## src/hdl/xse_pkg.sv

```systemverilog
// Package for the x86 subset execute unit.
// Holds the item, operation and result types and the flag bit positions.
// Has no dependencies; every other file imports it.
`default_nettype none

package xse_pkg;

  localparam int IDX_W = 4;
  localparam int IP_W = 20;
  localparam int PSIZE_W = 21;
  localparam int FLAGS_W = 9;
  localparam int DATA_W = 16;

  localparam int FLAG_P = 1;
  localparam int FLAG_Z = 3;
  localparam int FLAG_S = 4;

  typedef enum logic [2:0] {
    KIND_MOV = 3'd0,
    KIND_CMP = 3'd1,
    KIND_SUB = 3'd2,
    KIND_ADD = 3'd3,
    KIND_JNE = 3'd4,
    KIND_JE  = 3'd5
  } kind_t;

  typedef struct packed {
    logic [2:0]        kind;
    logic              wide;
    logic [IDX_W-1:0]  dest_reg;
    logic              src_is_imm;
    logic [IDX_W-1:0]  src_reg;
    logic [DATA_W-1:0] imm_value;
    logic signed [7:0] jump_disp;
    logic [2:0]        inst_size;
  } inst_item_t;

  typedef struct packed {
    logic [IP_W-1:0]    next_ip;
    logic [FLAGS_W-1:0] flags;
    logic [DATA_W-1:0]  write_value;
    logic               we;
  } exec_t;

endpackage

`default_nettype wire

```

## src/hdl/xse_if.sv

```systemverilog
// Channel interfaces of the x86 subset execute unit: instruction, result
// and configuration. Each carries valid, ready and its payload.
// Depends on xse_pkg for the field widths.
`default_nettype none

interface xse_inst_if;
  import xse_pkg::*;
  logic              valid;
  logic              ready;
  logic [2:0]        kind;
  logic              wide;
  logic [IDX_W-1:0]  dest_reg;
  logic              src_is_imm;
  logic [IDX_W-1:0]  src_reg;
  logic [DATA_W-1:0] imm_value;
  logic signed [7:0] jump_disp;
  logic [2:0]        inst_size;

  modport source (output valid, kind, wide, dest_reg, src_is_imm, src_reg, imm_value,
                  jump_disp, inst_size, input ready);
  modport sink (input valid, kind, wide, dest_reg, src_is_imm, src_reg, imm_value,
                jump_disp, inst_size, output ready);
endinterface

interface xse_res_if;
  import xse_pkg::*;
  logic               valid;
  logic               ready;
  logic [IP_W-1:0]    next_ip;
  logic [FLAGS_W-1:0] flags_out;
  logic [DATA_W-1:0]  write_value;
  logic               done_res;

  modport source (output valid, next_ip, flags_out, write_value, done_res, input ready);
  modport sink (input valid, next_ip, flags_out, write_value, done_res, output ready);
endinterface

interface xse_cfg_if;
  import xse_pkg::*;
  logic               valid;
  logic               ready;
  logic [PSIZE_W-1:0] program_size;

  modport source (output valid, program_size, input ready);
  modport sink (input valid, program_size, output ready);
endinterface

`default_nettype wire

```

## src/hdl/x86_subset_execute_unit.sv

```systemverilog
// Top level of the x86 subset execute unit; uses xse_pkg, the channel
// interfaces, xse_regfile and xse_alu.
// An item is registered into the execute stage, its result into the result
// register. Throughput: one item per cycle while results are taken, set by
// the single execute stage that reads and writes registers, pointer, flags.
// Reset (synchronous, rst high) clears registers, pointer, flags and size.
`default_nettype none

module x86_subset_execute_unit
  import xse_pkg::*;
#(
  parameter int REG_COUNT = 16
) (
  input  wire logic  clk,
  input  wire logic  rst,
  xse_inst_if.sink   inst,
  xse_res_if.source  res,
  xse_cfg_if.sink    cfg
);

  inst_item_t         in_item;
  inst_item_t         s1_item;
  logic               s1_valid;
  logic               res_valid;
  logic               exec;
  logic               accept;
  logic [IP_W-1:0]    ip;
  logic [FLAGS_W-1:0] flags;
  logic [PSIZE_W-1:0] program_size;
  logic [DATA_W-1:0]  d_full;
  logic [DATA_W-1:0]  s_reg;
  logic               dst_ok;
  exec_t              ex;
  logic [IP_W-1:0]    next_ip;
  logic [FLAGS_W-1:0] flags_out;
  logic [DATA_W-1:0]  write_value;
  logic               done_res;

  assign in_item.kind       = inst.kind;
  assign in_item.wide       = inst.wide;
  assign in_item.dest_reg   = inst.dest_reg;
  assign in_item.src_is_imm = inst.src_is_imm;
  assign in_item.src_reg    = inst.src_reg;
  assign in_item.imm_value  = inst.imm_value;
  assign in_item.jump_disp  = inst.jump_disp;
  assign in_item.inst_size  = inst.inst_size;

  assign exec       = s1_valid && (!res_valid || res.ready);
  assign inst.ready = !s1_valid || exec;
  assign accept     = inst.valid && inst.ready;
  assign cfg.ready  = 1'b1;
  assign dst_ok     = 32'(s1_item.dest_reg) < REG_COUNT;

  xse_regfile #(
    .REG_COUNT(REG_COUNT)
  ) u_regfile (
    .clk     (clk),
    .rst     (rst),
    .re      (accept),
    .raddr_a (inst.dest_reg),
    .raddr_b (inst.src_reg),
    .rdata_a (d_full),
    .rdata_b (s_reg),
    .we      (exec && ex.we),
    .waddr   (s1_item.dest_reg),
    .wdata   (ex.write_value)
  );

  xse_alu u_alu (
    .item   (s1_item),
    .d_full (d_full),
    .s_reg  (s_reg),
    .dst_ok (dst_ok),
    .ip     (ip),
    .flags  (flags),
    .ex     (ex)
  );

  always_ff @(posedge clk) begin
    if (rst) begin
      s1_valid <= 1'b0;
    end else if (inst.ready) begin
      s1_valid <= inst.valid;
    end
  end

  always_ff @(posedge clk) begin
    if (accept) begin
      s1_item <= in_item;
    end
  end

  always_ff @(posedge clk) begin
    if (rst) begin
      ip    <= '0;
      flags <= '0;
    end else if (exec) begin
      ip    <= ex.next_ip;
      flags <= ex.flags;
    end
  end

  always_ff @(posedge clk) begin
    if (rst) begin
      program_size <= '0;
    end else if (cfg.valid) begin
      program_size <= cfg.program_size;
    end
  end

  always_ff @(posedge clk) begin
    if (rst) begin
      res_valid <= 1'b0;
    end else if (exec) begin
      res_valid <= 1'b1;
    end else if (res.ready) begin
      res_valid <= 1'b0;
    end
  end

  always_ff @(posedge clk) begin
    if (exec) begin
      next_ip     <= ex.next_ip;
      flags_out   <= ex.flags;
      write_value <= ex.write_value;
      done_res    <= {1'b0, ex.next_ip} >= program_size;
    end
  end

  assign res.valid       = res_valid;
  assign res.next_ip     = next_ip;
  assign res.flags_out   = flags_out;
  assign res.write_value = write_value;
  assign res.done_res    = done_res;

endmodule

`default_nettype wire

```

## src/hdl/xse_regfile.sv

```systemverilog
// Register file with two registered read ports and one write port.
// A write at the same edge as a read of that entry is forwarded; entries
// never written and indexes beyond the file read as zero. Uses xse_pkg.
`default_nettype none

module xse_regfile
  import xse_pkg::*;
#(
  parameter int REG_COUNT = 16
) (
  input  wire logic              clk,
  input  wire logic              rst,
  input  wire logic              re,
  input  wire logic [IDX_W-1:0]  raddr_a,
  input  wire logic [IDX_W-1:0]  raddr_b,
  output logic      [DATA_W-1:0] rdata_a,
  output logic      [DATA_W-1:0] rdata_b,
  input  wire logic              we,
  input  wire logic [IDX_W-1:0]  waddr,
  input  wire logic [DATA_W-1:0] wdata
);

  localparam int AW = (REG_COUNT > 1) ? $clog2(REG_COUNT) : 1;

  logic [DATA_W-1:0]    mem [REG_COUNT];
  logic [REG_COUNT-1:0] vld;
  logic [DATA_W-1:0]    rd_a;
  logic [DATA_W-1:0]    rd_b;
  logic                 ok_a;
  logic                 ok_b;
  logic                 hit_a;
  logic                 hit_b;
  logic [DATA_W-1:0]    wd_q;
  logic                 wr_ok;
  logic                 ra_ok;
  logic                 rb_ok;
  logic [AW-1:0]        wa;
  logic [AW-1:0]        ra;
  logic [AW-1:0]        rb;

  assign wa = AW'(waddr);
  assign ra = AW'(raddr_a);
  assign rb = AW'(raddr_b);
  assign wr_ok = we && (32'(waddr) < REG_COUNT);
  assign ra_ok = 32'(raddr_a) < REG_COUNT;
  assign rb_ok = 32'(raddr_b) < REG_COUNT;

  always_ff @(posedge clk) begin
    if (wr_ok) begin
      mem[wa] <= wdata;
    end
  end

  always_ff @(posedge clk) begin
    if (rst) begin
      vld <= '0;
    end else if (wr_ok) begin
      vld[wa] <= 1'b1;
    end
  end

  always_ff @(posedge clk) begin
    if (re) begin
      rd_a  <= mem[ra];
      rd_b  <= mem[rb];
      ok_a  <= ra_ok && vld[ra];
      ok_b  <= rb_ok && vld[rb];
      hit_a <= wr_ok && ra_ok && (wa == ra);
      hit_b <= wr_ok && rb_ok && (wa == rb);
      wd_q  <= wdata;
    end
  end

  assign rdata_a = hit_a ? wd_q : (ok_a ? rd_a : '0);
  assign rdata_b = hit_b ? wd_q : (ok_b ? rd_b : '0);

endmodule

`default_nettype wire

```

## src/hdl/xse_alu.sv

```systemverilog
// Execute logic for one instruction: operand masking, add and subtract,
// sign, zero and parity flags, pointer advance and conditional jumps.
// Uses the item and result types of xse_pkg.
`default_nettype none

module xse_alu
  import xse_pkg::*;
(
  input  wire inst_item_t         item,
  input  wire logic [DATA_W-1:0]  d_full,
  input  wire logic [DATA_W-1:0]  s_reg,
  input  wire logic               dst_ok,
  input  wire logic [IP_W-1:0]    ip,
  input  wire logic [FLAGS_W-1:0] flags,
  output exec_t                   ex
);

  logic [DATA_W-1:0] d_val;
  logic [DATA_W-1:0] s_raw;
  logic [DATA_W-1:0] s_val;
  logic [DATA_W-1:0] sum;
  logic [DATA_W-1:0] diff;
  logic [DATA_W-1:0] res;
  logic [DATA_W-1:0] merged;
  logic [DATA_W-1:0] merged_mov;
  logic [FLAGS_W-1:0] flags_arith;
  logic [IP_W-1:0]   ip_inc;
  logic [IP_W-1:0]   ip_jmp;
  logic              z_set;

  assign d_val = item.wide ? d_full : {8'h00, d_full[7:0]};
  assign s_raw = item.src_is_imm ? item.imm_value : s_reg;
  assign s_val = item.wide ? s_raw : {8'h00, s_raw[7:0]};
  assign sum   = d_val + s_val;
  assign diff  = d_val - s_val;
  assign ip_inc = ip + IP_W'(item.inst_size);
  assign ip_jmp = ip_inc + IP_W'(item.jump_disp);
  assign z_set  = flags[FLAG_Z];

  always_comb begin
    if (item.kind == KIND_ADD) begin
      res = sum;
    end else begin
      res = diff;
    end
    if (!item.wide) begin
      res[15:8] = 8'h00;
    end
    merged     = item.wide ? res : {d_full[15:8], res[7:0]};
    merged_mov = item.wide ? s_val : {d_full[15:8], s_val[7:0]};
    flags_arith = flags;
    flags_arith[FLAG_S] = item.wide ? res[15] : res[7];
    flags_arith[FLAG_Z] = (res == '0);
    flags_arith[FLAG_P] = ~^res[7:0];
  end

  always_comb begin
    ex.next_ip     = ip_inc;
    ex.flags       = flags;
    ex.write_value = d_full;
    ex.we          = 1'b0;
    unique case (item.kind)
      KIND_MOV: begin
        ex.write_value = merged_mov;
        ex.we          = 1'b1;
      end
      KIND_CMP: begin
        ex.flags = flags_arith;
      end
      KIND_SUB, KIND_ADD: begin
        ex.flags       = flags_arith;
        ex.write_value = merged;
        ex.we          = 1'b1;
      end
      KIND_JNE: begin
        if (!z_set) begin
          ex.next_ip = ip_jmp;
        end
      end
      KIND_JE: begin
        if (z_set) begin
          ex.next_ip = ip_jmp;
        end
      end
      default: begin
      end
    endcase
    if (!dst_ok) begin
      ex.write_value = '0;
      ex.we          = 1'b0;
    end
  end

endmodule

`default_nettype wire
```

## src/flat_wrapper.sv

```systemverilog
// flat-port wrapper written by rule: the top's interface ports become plain ports
module x86_subset_execute_unit_flat import xse_pkg::*;
#(
  parameter int REG_COUNT = 16
)
  (clk, rst, inst_valid, inst_kind, inst_wide, inst_dest_reg, inst_src_is_imm, inst_src_reg, inst_imm_value, inst_jump_disp, inst_inst_size, inst_ready, res_valid, res_next_ip, res_flags_out, res_write_value, res_done_res, res_ready, cfg_valid, cfg_program_size, cfg_ready);
  xse_inst_if inst_i ();
  xse_res_if res_i ();
  xse_cfg_if cfg_i ();
  input  wire logic clk;
  input  wire logic rst;
  input wire logic [$bits(inst_i.valid)-1:0] inst_valid;
  input wire logic [$bits(inst_i.kind)-1:0] inst_kind;
  input wire logic [$bits(inst_i.wide)-1:0] inst_wide;
  input wire logic [$bits(inst_i.dest_reg)-1:0] inst_dest_reg;
  input wire logic [$bits(inst_i.src_is_imm)-1:0] inst_src_is_imm;
  input wire logic [$bits(inst_i.src_reg)-1:0] inst_src_reg;
  input wire logic [$bits(inst_i.imm_value)-1:0] inst_imm_value;
  input wire logic [$bits(inst_i.jump_disp)-1:0] inst_jump_disp;
  input wire logic [$bits(inst_i.inst_size)-1:0] inst_inst_size;
  output wire logic [$bits(inst_i.ready)-1:0] inst_ready;
  output wire logic [$bits(res_i.valid)-1:0] res_valid;
  output wire logic [$bits(res_i.next_ip)-1:0] res_next_ip;
  output wire logic [$bits(res_i.flags_out)-1:0] res_flags_out;
  output wire logic [$bits(res_i.write_value)-1:0] res_write_value;
  output wire logic [$bits(res_i.done_res)-1:0] res_done_res;
  input wire logic [$bits(res_i.ready)-1:0] res_ready;
  input wire logic [$bits(cfg_i.valid)-1:0] cfg_valid;
  input wire logic [$bits(cfg_i.program_size)-1:0] cfg_program_size;
  output wire logic [$bits(cfg_i.ready)-1:0] cfg_ready;
  assign inst_i.valid = inst_valid;
  assign inst_i.kind = inst_kind;
  assign inst_i.wide = inst_wide;
  assign inst_i.dest_reg = inst_dest_reg;
  assign inst_i.src_is_imm = inst_src_is_imm;
  assign inst_i.src_reg = inst_src_reg;
  assign inst_i.imm_value = inst_imm_value;
  assign inst_i.jump_disp = inst_jump_disp;
  assign inst_i.inst_size = inst_inst_size;
  assign inst_ready = inst_i.ready;
  assign res_valid = res_i.valid;
  assign res_next_ip = res_i.next_ip;
  assign res_flags_out = res_i.flags_out;
  assign res_write_value = res_i.write_value;
  assign res_done_res = res_i.done_res;
  assign res_i.ready = res_ready;
  assign cfg_i.valid = cfg_valid;
  assign cfg_i.program_size = cfg_program_size;
  assign cfg_ready = cfg_i.ready;
  x86_subset_execute_unit #(.REG_COUNT(REG_COUNT)) u_core (.clk(clk), .rst(rst), .inst(inst_i), .res(res_i), .cfg(cfg_i));
endmodule
```

## config.mk

```make
export PLATFORM = sky130hd
export DESIGN_NAME = x86_subset_execute_unit_flat
export DESIGN_NICKNAME = d
export VERILOG_FILES = /design/src/hdl/xse_pkg.sv /design/src/hdl/xse_if.sv /design/src/hdl/x86_subset_execute_unit.sv /design/src/hdl/xse_regfile.sv /design/src/hdl/xse_alu.sv /design/src/flat_wrapper.sv
export SDC_FILE = /design/constraint.sdc
export NUM_CORES = 1
export LEC_CHECK = 0
export BUFFER_PORTS_ARGS = -buffer_cell sky130_fd_sc_hd__buf_2
export CAP_MARGIN = 20
export CORE_MARGIN = 2
export CORE_UTILIZATION = 35
export CTS_CLUSTER_DIAMETER = 120
export DETAILED_ROUTE_END_ITERATION = 10
export MAX_ROUTING_LAYER = met4
export PLACE_DENSITY_LB_ADDON = 0.15
export SETUP_SLACK_MARGIN = 0.4
export SKIP_CTS_REPAIR_TIMING = 1
export SYNTH_ARGS = -nofsm -noshare
export SYNTH_HDL_FRONTEND = slang
export SYNTH_SLANG_ARGS = --single-unit
```

## constraint.sdc

```tcl
create_clock -name clk -period 6.5 [get_ports clk]
set_clock_uncertainty 0.2 [all_clocks]
set_input_delay 0 -clock clk [delete_from_list [all_inputs] [get_ports clk]]
set_output_delay 0 -clock clk [all_outputs]
set_load 0.01 [all_outputs]
```

# == Yosys cells after proc, flatten, opt, wreduce, memory -nomap -nowiden ==
# Memories as Yosys holds them, arrays and structs flattened. A register that Yosys moved wholly into a read port is not among the register bits.
# Index checks and enable logic that the tools add are counted.
# word_totals
reg_bits,170
ram_bits,256
elab_cells,83
memories,1
# memory_table
name,words,width,read_ports,rd_ports_with_merged_regs,write_ports,line_no,text
u_core.u_regfile.mem,16,16,2,2,1,xse_regfile.sv:25,logic [DATA_W-1:0] mem [REG_COUNT];
# op_classes
n_addsub,4
magnitude_cmp,5
eq_ne,7
mux,27
n_bitwise,1
n_reduce_logical,16
# ops
operator,n
2-to-1 mux 16 bit,10
2-to-1 mux 20 bit,2
case mux 20 bit (2 select lines),1
case mux 17 bit (2 select lines),1
>= comparator 20 x 21 -> 1 bit,1
adder 20 bit,1
adder 20 x 3 -> 20 bit,1
adder 16 bit,1
zero test 16 bit,1
bitwise OR 16 bit,1
subtractor 16 bit,1
"less-than comparator 4 x 5 -> 1 bit, second input constant",3
binary-select mux 1 bit (select 4 bit),2
== test 4 bit,2
2-to-1 mux 1 bit,8
2-to-1 mux 8 bit,1
XNOR reduction 8 bit,1
"== test 3 x 2 -> 1 bit, second input constant",2
"== test 3 bit, second input constant",2
logical AND 1 bit,6
2-to-1 mux 5 bit,1
demux 1 bit (select 4 bit),1
">= comparator 4 x 1 -> 1 bit, second input constant",1
"== test 3 x 1 -> 1 bit, second input constant",1
6 further kinds,8

# == Longest topological paths before layout ==
# depth
word_depth,12
mapped_depth,25
mapped_depth_nobuf,25

# == By module ==
# From an unflattened synthesis, not the netlist that was laid out.
# hier_totals
cells_unflattened,1634
hier_area_um2,22978.3
# modules_own_cells
module,n_inst,cells_per_inst,area_each_um2
xse_regfile,1,742,14443.9
x86_subset_execute_unit,1,367,4944.7
xse_alu,1,525,3589.7

# == Least setup slack after synthesis ==
# OpenSTA, ideal clock, no wires.
# synth_path
path_kind,reg2reg
start,reg u_core.ip[0]
end,reg u_core.done_res (netlist: u_core.res.done_res) (data pin)
t_arrival_ns,4.466
t_required_ns,6.019
slack_ns,1.553
path_stages_with_launch,24
n_path_buf,0
period_less_slack_ns,4.947
path_cell_list,dfxtp_1 > ha_1 > inv_1 > fa_1 > nor2b_1 > nor2_1 > nor2_1 > nand4_1 > xnor2_1 > ha_1 > and4_1 > and2_1 > a2111oi_2 > o31ai_1 > a21oi_1 > xnor2_1 > nor2_1 > nor2_1 > ha_1 > a21o_1 > a21oi_1 > o21ai_0 > a2111oi_0 > a221oi_1
# synth_rtl
item,line_no,text
start: declaration,x86_subset_execute_unit.sv:27,logic [IP_W-1:0] ip;
start signal: assignment,x86_subset_execute_unit.sv:98,ip <= ex.next_ip;
end signal: assignment,x86_subset_execute_unit.sv:126,"done_res <= {1'b0, ex.next_ip} >= program_size;"
end: declaration,x86_subset_execute_unit.sv:37,logic done_res;

==> results.json <==
{
  "period_share_pct": 83.6,
  "finalSetupViolations": 0,
  "dp_hpwl_um": 38600,
  "ys_ff_latch": 446,
  "cts_tree": "done",
  "drive_gt1_share_pct": 23.6,
  "hold_viol_final": 0,
  "grt_max_degree": 69,
  "status": "finished, final reports clean",
  "clk_latency_ns": 0.63,
  "htree_num_levels": 2,
  "cts_buffers": 51,
  "remaining_drc_errors": 0,
  "final_common_cell": "edfxtp_1",
  "gp_congestion": 0.841,
  "die_x_um": 258,
  "worstMarginPinSlew_ns": 1.03,
  "ant_nets": 0,
  "first_iter_violations": 1271,
  "hold_path_class": "in -> reg",
  "p_clk_share_pct": 40.4,
  "antenna_found_initial": 2,
  "path_max_fanout": 7,
  "setup.worst_path.class": "reg -> reg",
  "async_flop_share_pct": 0,
  "placed_cell_area_um2": 24100,
  "io-pin-count": 115,
  "root_buffer": "clkbuf_16",
  "synth.area.top_cells": "edfxtp_1 51%, mux4_2 17%, dfxtp_1 5.5%",
  "combPwrFrac_pct": 14.9,
  "grt_setup_unrepaired": "false",
  "relSlewSlack_pct": 31.1,
  "yosysUniqueCellTypes": 82,
  "cellPowerDensity_nw_per_um2": 272,
  "num_rows": 92,
  "timing.rr.start": "u_core.ip[0]",
  "wl_per_cell_um": 23.1,
  "cap_violations": 0,
  "vias": 14504,
  "mostFrequentLayoutCells": "384 x edfxtp_1, 170 x mux4_2, 150 x dlygate4sd3_1",
  "tns_ns": 0,
  "internal_power_uw": 5530,
  "stdcell_area_um2": 27400,
  "crit_required_ns": 6.64,
  "min_period_ns": 5.44,
  "cts.sinks": 446,
  "crit_path_end_kind": "flop",
  "postSynthAreaPerCell_um2": 14.5,
  "dr.pass1.iters": 5,
  "peakVddDrop_mv": 0.208,
  "synth_top_area_share_pct": 51.2,
  "die_h_um": 258,
  "cp-start-kind": "flop",
  "vias_per_cell": 5.39,
  "grt_pass1_wl_um": 91900,
  "report.final.slew_viol_count": 0,
  "grt_pass1_vias": 14423,
  "worstHoldStart": "inst_dest_reg[1]",
  "grt_use_total_pct": 19.0,
  "clk_pin_slew_ns": 0.06,
  "power_leakage_uw": 0.00973,
  "initial_utilization_pct": 35.6,
  "clock_path_buffers": 3,
  "dieArea_um2": 66400,
  "netlist_area_um2": 22500,
  "drt_wl_total_um": 62200,
  "startpoint": "u_core.ip[0]",
  "syn2layout_area_growth_pct": 21.6,
  "ys_warn_count": 0,
  "synth-main-ff-cell": "edfxtp_1",
  "hold_ws_ns": 0.131,
  "synth_edf_count": 384,
  "port-buffer-count": 107,
  "worstPathArrival_ns": 5.58,
  "design.core.area_um2": 63300,
  "grt_overflow": 0,
  "seq_area_frac_synth_pct": 56.7,
  "max_freq_ghz": 0.184,
  "yosysTopAreaCell": "edfxtp_1",
  "antenna_cells": 0,
  "final_nets": 1936,
  "power_switching_uw": 1910,
  "pwr-share-seq_pct": 44.8,
  "netlist_instances": 1551,
  "swShare_pct": 25.7
}
-- final timing paths --
path	to	slack (ns)	cells after the start
min reg2reg	u_core.flags[1]	0.26	2
max reg2reg	u_core.res.done_res	1.06	23
max	u_core.res.done_res	1.06	23
min	u_core.u_regfile.rd_a[0]	0.13	3
-- power by group through the flow --
stage               Sequential [µW]  Clock, µW  Combinational (µW)
global placement               3390          0                1020
detailed placement             3390          0                1030
global route                   3340       3190                1220
floorplan                      3380          0                 702
finish                         3330       3000                1110
CTS                            3330       3080                1040
-- flip-flops by register name, indices dropped and copies added, names as in the netlist --
name / flops
u_core.u_regfile.mem: 256
u_core.s1_item: 36
u_core.program_size: 21
u_core.ip: 20
u_core.res.next_ip: 20
u_core.res.write_value: 16
u_core.u_regfile.rd_a: 16
u_core.u_regfile.rd_b: 16
u_core.u_regfile.vld: 16
u_core.u_regfile.wd_q: 16
u_core.flags: 3
u_core.res.flags_out: 3
u_core.res.done_res: 1
u_core.res.valid: 1
u_core.s1_valid: 1
u_core.u_regfile.hit_a: 1
u_core.u_regfile.hit_b: 1
u_core.u_regfile.ok_a: 1
u_core.u_regfile.ok_b: 1
-- cell usage after synthesis (6+ instances only) --
cell and count:
nor3_1 22, o211ai_1 8, o21a_1 8, clkbuf_1 61
nand3b_1 16, inv_1 46, and2_1 11, and3_1 11
nand4_1 10, dfxtp_1 62, nor2_1 152, edfxtp_1 384
o31ai_1 6, nor2b_1 20, nand3_1 16, and4_1 6
mux2i_1 29, a211oi_1 8, a22o_1 7, a22oi_1 17
nand2_1 61, a21oi_1 73, a31oi_1 9, buf_1 17
a21o_1 21, xnor2_1 46, mux4_2 170, o21ai_0 43
a2bb2oi_1 7, ha_1 64, buf_4 11, xor2_1 25
nand2b_1 13
-- cell type report --
class | count | area, µm²
Timing Repair Buffer | 289 | 2280
Multi-Input combinational cell | 967 | 9320
Fill cell | 5700 | 35900
Clock buffer | 66 | 1400
Clock inverter | 29 | 379
Tap cell | 846 | 1060
Sequential cell | 446 | 12800
Inverter | 48 | 180
-- worst max-delay path, cell delays in order (launching register included) --
cell and delay (ns):
dfxtp_1 0.34, ha_1 0.16, inv_1 0.05, fa_1 0.40
nor2b_1 0.19, nor2_1 0.06, nor2_1 0.20, nand4_1 0.14
xnor2_1 0.17, ha_1 0.40, and4_1 0.20, and2_1 0.19
a2111oi_4 0.47, o31ai_2 0.16, a21oi_1 0.20, xnor2_1 0.19
nor2_1 0.07, nor2_1 0.17, ha_1 0.27, a21o_1 0.16
a21oi_1 0.14, o21ai_0 0.09, a2111oi_0 0.42, a221oi_1 0.13
-- logic make-up (layout without fill, tap and decap cells) --
kind of cell | Yosys count | in the layout | synth area share [%]
buffers and inverters | 143 | 432 | 2.66
AO/OA/AOI/OAI | 255 | 255 | 7.66
adder cells (fa/ha/maj) | 67 | 67 | 3.82
multiplexers | 202 | 202 | 18.4
XOR/XNOR | 71 | 71 | 2.76
other | 2 | 7 | 0.0333
flip-flops | 446 | 446 | 56.7
AND/OR/NAND/NOR | 365 | 365 | 7.92
-- routing by layer --
metal	global-route usage [%]	vias to the layer above	wire (µm)
met1	25.3	7411	27000
met3	3.69	77	3880
met4	3.82	0	1110
met5	-	-	0
li1	-	6609	-
met2	30.3	407	30200
-- stage by stage --
| step | utilization (%) | cells | setup slack (ns) | total power [µW] |
|---|---|---|---|---|
| final | 43.3 | 2691 | 1.06 | 7440 |
| after global routing | 43.3 | 2691 | 0.433 | 7750 |
| after CTS | 40.9 | 2541 | 0.896 | 7450 |
| after detailed placement | 38.1 | 2446 | 0.918 | 4420 |
| after global placement | 38.0 | 2445 | 1.03 | 4410 |
| after floorplan | - | 1556 | 1.55 | 4080 |
Power figures use the tool's default switching activity.
